## src/rtl/oip_pkg.sv

```systemverilog
`default_nettype none
package oip_pkg;

	// fixed field widths
	localparam int COORD_W = 11;
	localparam int SLOT_W = 8;
	localparam int REQ_W = 2;
	localparam int SLOT_SPAN = 2 ** SLOT_W;

	// request codes
	localparam logic [REQ_W-1:0] REQ_STORE = 2'd0;
	localparam logic [REQ_W-1:0] REQ_PLANE = 2'd1;
	localparam logic [REQ_W-1:0] REQ_SPHERE = 2'd2;

	// side codes
	localparam logic [1:0] SIDE_ZERO = 2'b00;
	localparam logic [1:0] SIDE_POS = 2'b01;
	localparam logic [1:0] SIDE_NEG = 2'b11;

	// queue between front and back
	localparam int QUEUE_DEPTH = 4;
	localparam int QPTR_W = 2;
	localparam int LVL_W = 3;

	typedef struct packed {
		logic empty;
		logic [LVL_W-1:0] level;
	} q_stat_t;

	// 2x2 minor pairs of the lifted 4x4 determinant, and term signs
	localparam int PAIR_I [6] = '{0, 0, 0, 1, 1, 2};
	localparam int PAIR_J [6] = '{1, 2, 3, 2, 3, 3};
	localparam logic [5:0] TERM_NEG = 6'b010010;

	function automatic logic [1:0] side_code(input logic neg, input logic nonzero);
		logic [1:0] r;
		if (neg) begin
			r = SIDE_NEG;
		end else if (nonzero) begin
			r = SIDE_POS;
		end else begin
			r = SIDE_ZERO;
		end
		return r;
	endfunction

endpackage
`default_nettype wire

```

## src/rtl/oip_queue.sv

```systemverilog
`default_nettype none
module oip_queue #(
	parameter int WIDTH = 166
) (
	input wire logic clk,
	input wire logic arst_n,
	input wire logic push,
	input wire logic [WIDTH-1:0] push_data,
	input wire logic pop,
	output logic [WIDTH-1:0] head_data,
	output oip_pkg::q_stat_t qstat
);
	import oip_pkg::*;

	logic [WIDTH-1:0] entry_q [QUEUE_DEPTH];
	logic [QPTR_W-1:0] wr_q;
	logic [QPTR_W-1:0] rd_q;
	logic [LVL_W-1:0] cnt_q;

	always_ff @(posedge clk) begin
		if (push) begin
			entry_q[wr_q] <= push_data;
		end
	end

	always_ff @(posedge clk or negedge arst_n) begin
		if (!arst_n) begin
			wr_q <= '0;
			rd_q <= '0;
			cnt_q <= '0;
		end else begin
			if (push) begin
				wr_q <= wr_q + QPTR_W'(1);
			end
			if (pop) begin
				rd_q <= rd_q + QPTR_W'(1);
			end
			if (push && !pop) begin
				cnt_q <= cnt_q + LVL_W'(1);
			end else if (pop && !push) begin
				cnt_q <= cnt_q - LVL_W'(1);
			end
		end
	end

	assign head_data = entry_q[rd_q];
	assign qstat.empty = (cnt_q == '0);
	assign qstat.level = cnt_q;

endmodule
`default_nettype wire

```

## config.mk

```make
export PLATFORM = sky130hd
export DESIGN_NAME = oip_queue
export DESIGN_NICKNAME = d
export VERILOG_FILES = /design/src/rtl/oip_pkg.sv /design/src/rtl/oip_queue.sv
export SDC_FILE = /design/constraint.sdc
export NUM_CORES = 1
export LEC_CHECK = 0
export BUFFER_PORTS_ARGS = -buffer_cell sky130_fd_sc_hd__buf_2
export CAP_MARGIN = 25
export CORE_AREA = 2 2 288 290
export CTS_CLUSTER_DIAMETER = 30
export DETAILED_ROUTE_END_ITERATION = 10
export DIE_AREA = 0 0 290 292
export HOLD_SLACK_MARGIN = 0.15
export SLEW_MARGIN = 20
export SYNTH_ARGS = -nofsm -noshare
export SYNTH_HDL_FRONTEND = slang
export SYNTH_SLANG_ARGS = --single-unit
```

## constraint.sdc

```tcl
create_clock -name clk -period 8.3 [get_ports clk]
set_clock_uncertainty 0.1 [all_clocks]
set_input_delay 0.83 -clock clk [delete_from_list [all_inputs] [get_ports clk]]
set_output_delay 0.83 -clock clk [all_outputs]
set_load 0.01 [all_outputs]
```

==> out/results.tsv <==
metric	value	unit
status	finished, final reports clean	
post-CTS sizing	0	
RSZ-0062 raised after global routing	false	
Power Density	400	nW/µm²
Syn Area/Cell	27.0	µm²
Die Y	292	µm
setup TNS	0	ns
Sw Share	0.282	
Flop pwr share	0.369	
worst-margin pin slew	1.02	ns
clock root cell	clkbuf_16	
Net Sw Power	3.58	mW
Period minus WS final	4.46	ns
first-pass GRT wire length	78300	µm
HPWL after DPL	30300	µm
CTS Buffer Depth	3	
Netlist cell types	17	
final hold viol count	0	
number of global-route vias before repair	12700	
Hold Crit Class	input port to flop	
Syn Inst Count	901	
Clock Sinks	671	
hold slack	0.247	ns
largest net degree at the start of global routing	89	
initial antenna violation count	9	
Nets	1533	
Synth Cell Area	24300	µm²
Max FO, Critical Path	34	
max-cap check violation count	0	
syn nets	1077	
# rows	105	
Final Slew Violations	0	
Worst Reg-to-Reg Cells	5	
Gate power share	0.224	
Critical Path AT	3.53	ns
Avg WL per Cell	20.3	µm
Buffers on Ports	339	
Hold Path Stages	1	
synth-to-layout area growth	30.5	%
Initial Util	0.298	
setup ws final	3.84	ns
htree depth	4	
Post CTS Setup Buffer Count	0	
largest cells by area after synthesis	edfxtp_1 82%, mux4_2 15%, dfrtp_1 0.72%	
Worst Setup Path Type	flop to primary output	
DRC Markers	0	
GPL Wtd Cong	0.706	
core area	81600	µm²
critical path launch point type	flop	
cell taking the most area after synthesis	edfxtp_1	
CP required	7.37	ns
first-pass detailed-route iteration total	6	
static leakage	10.9	nW
final setup fails	0	
clock latency on the worst-skew pair	0.68	ns
fmax	224	MHz
routed vias/inst	4.49	
Clock transition at path regs	0.05	ns
clock power share	0.406	
Max VDD drop	0.239	mV
fin crit share	0.537	
die area	84700	µm²
proportion of layout cells with a drive suffix above 1	0.503	
Max-slew headroom	0.320	
most frequent cells in the layout	664 x edfxtp_1, 339 x buf_2, 166 x mux4_2, 140 x clkbuf_16, 25 x clkinv_1	
GRT Total Usage	0.123	
Vias	11400	
Yosys reg bits	671	
routed wire length	51500	µm
synth warn	0	
CTS tree	yes	
fillcell total	7256	
Final ANT Viol Nets	0	
Pint	9.11	mW
Crit. End Element	primary output	
sequential area share after synthesis	0.826	
commonest non-fill, non-tap cell in the layout	edfxtp_1	
top cell type's share of synthesized area	0.819	
die width	290	µm
residual overflow from global routing	0	
I/O Pins	340	
CTS Buf Count	136	
dpl ws	4.39	ns
drt first-iter violations	697	
[synthesized netlist by cell type]
cell type / instances
and2_1: 4
buf_2: 19
buf_6: 15
clkbuf_1: 4
dfrtp_1: 7
edfxtp_1: 664
fa_1: 1
ha_1: 5
inv_1: 4
mux2_2: 1
mux4_2: 166
nand2_1: 2
nor2_1: 1
nor3_1: 1
o21ai_0: 1
xnor2_1: 2
xor2_1: 4
[final cells by class]
class / count / area [µm²] / area share
Sequential cell: 671 / 20100 / 0.634
Inverter: 4 / 15.0 / 0.000473
Timing Repair Buffer: 356 / 1840 / 0.0579
Tap cell: 1070 / 1340 / 0.0422
Antenna cell: 5 / 12.5 / 0.000394
Clock buffer: 154 / 3560 / 0.112
Clock inverter: 96 / 930 / 0.0293
Multi-Input combinational cell: 188 / 3940 / 0.124
[what timing repair did]
item	in CTS	in global routing
hold buffers	1	0
setup endpoints to repair	0	0
endpoints found under the hold margin	7	0
[cell families (layout without fill, tap and decap cells)]
kind of cell	after synthesis	count (layout)	share of synthesized area
xor gates and xnor gates	6	6	0.00216
and+or+nand+nor	8	8	0.00170
AOI/OAI and AO/OA	1	1	0.000205
DFF	671	671	0.826
muxes	167	167	0.154
adders and majority gates	6	6	0.00339
buffers and inverters	42	610	0.0121
other	0	5	0
[state kept, by name, summed over array words and instances, names as in the netlist]
signal,count
wr_q,2
cnt_q,3
entry_q,664
rd_q,2
[through the flow]
stage | instance area (µm²) | instances | utilization | power, mW
2_1_floorplan | 24300 | 901 | - | 6.63
3_3_place_gp | 27200 | 2288 | 0.334 | 7.66
3_5_place_dp | 27200 | 2288 | 0.334 | 7.70
4_1_cts | 31700 | 2539 | 0.389 | 12.9
5_1_grt | 31700 | 2541 | 0.389 | 13.3
6_report | 31800 | 2544 | 0.389 | 12.7
[layer usage]
| layer | routed length (µm) | GRT usage | up-vias |
|---|---|---|---|
| li1 | - | - | 4901 |
| met1 | 20900 | 0.148 | 5998 |
| met3 | 4300 | 0.0514 | 104 |
| met5 | 59 | 0 | - |
| met4 | 1100 | 0.0476 | 10 |
| met2 | 25200 | 0.198 | 400 |
[path summary, 6_finish.rpt]
path / start / endpoint / slack [ns]
min reg2reg: cnt_q[2] / cnt_q[2] / 0.41
max in group asynchronous: arst_n / rd_q[0] / 7.50
max: rd_q[0] / head_data[120] / 3.84
min in group asynchronous: arst_n / cnt_q[1] / 0.40
max reg2reg: wr_q[0] / entry_q[0][65] / 5.28
min: push_data[161] / entry_q[2][161] / 0.25
[power by group through the flow]
stage | logic (mW) | clock network (mW) | registers, mW
2_1_floorplan | 1.94 | 0 | 4.69
3_3_place_gp | 2.93 | 0 | 4.73
3_5_place_dp | 2.94 | 0 | 4.77
4_1_cts | 2.95 | 5.28 | 4.71
5_1_grt | 3.07 | 5.46 | 4.75
6_report | 2.85 | 5.16 | 4.69
[worst max-delay path: stages (launching register included)]
cell and delay (ns):
dfrtp_4 0.87, buf_4 0.57, buf_4 0.57, mux4_2 0.57, buf_2 0.17
No activity file was read; power rests on OpenSTA's default activity.
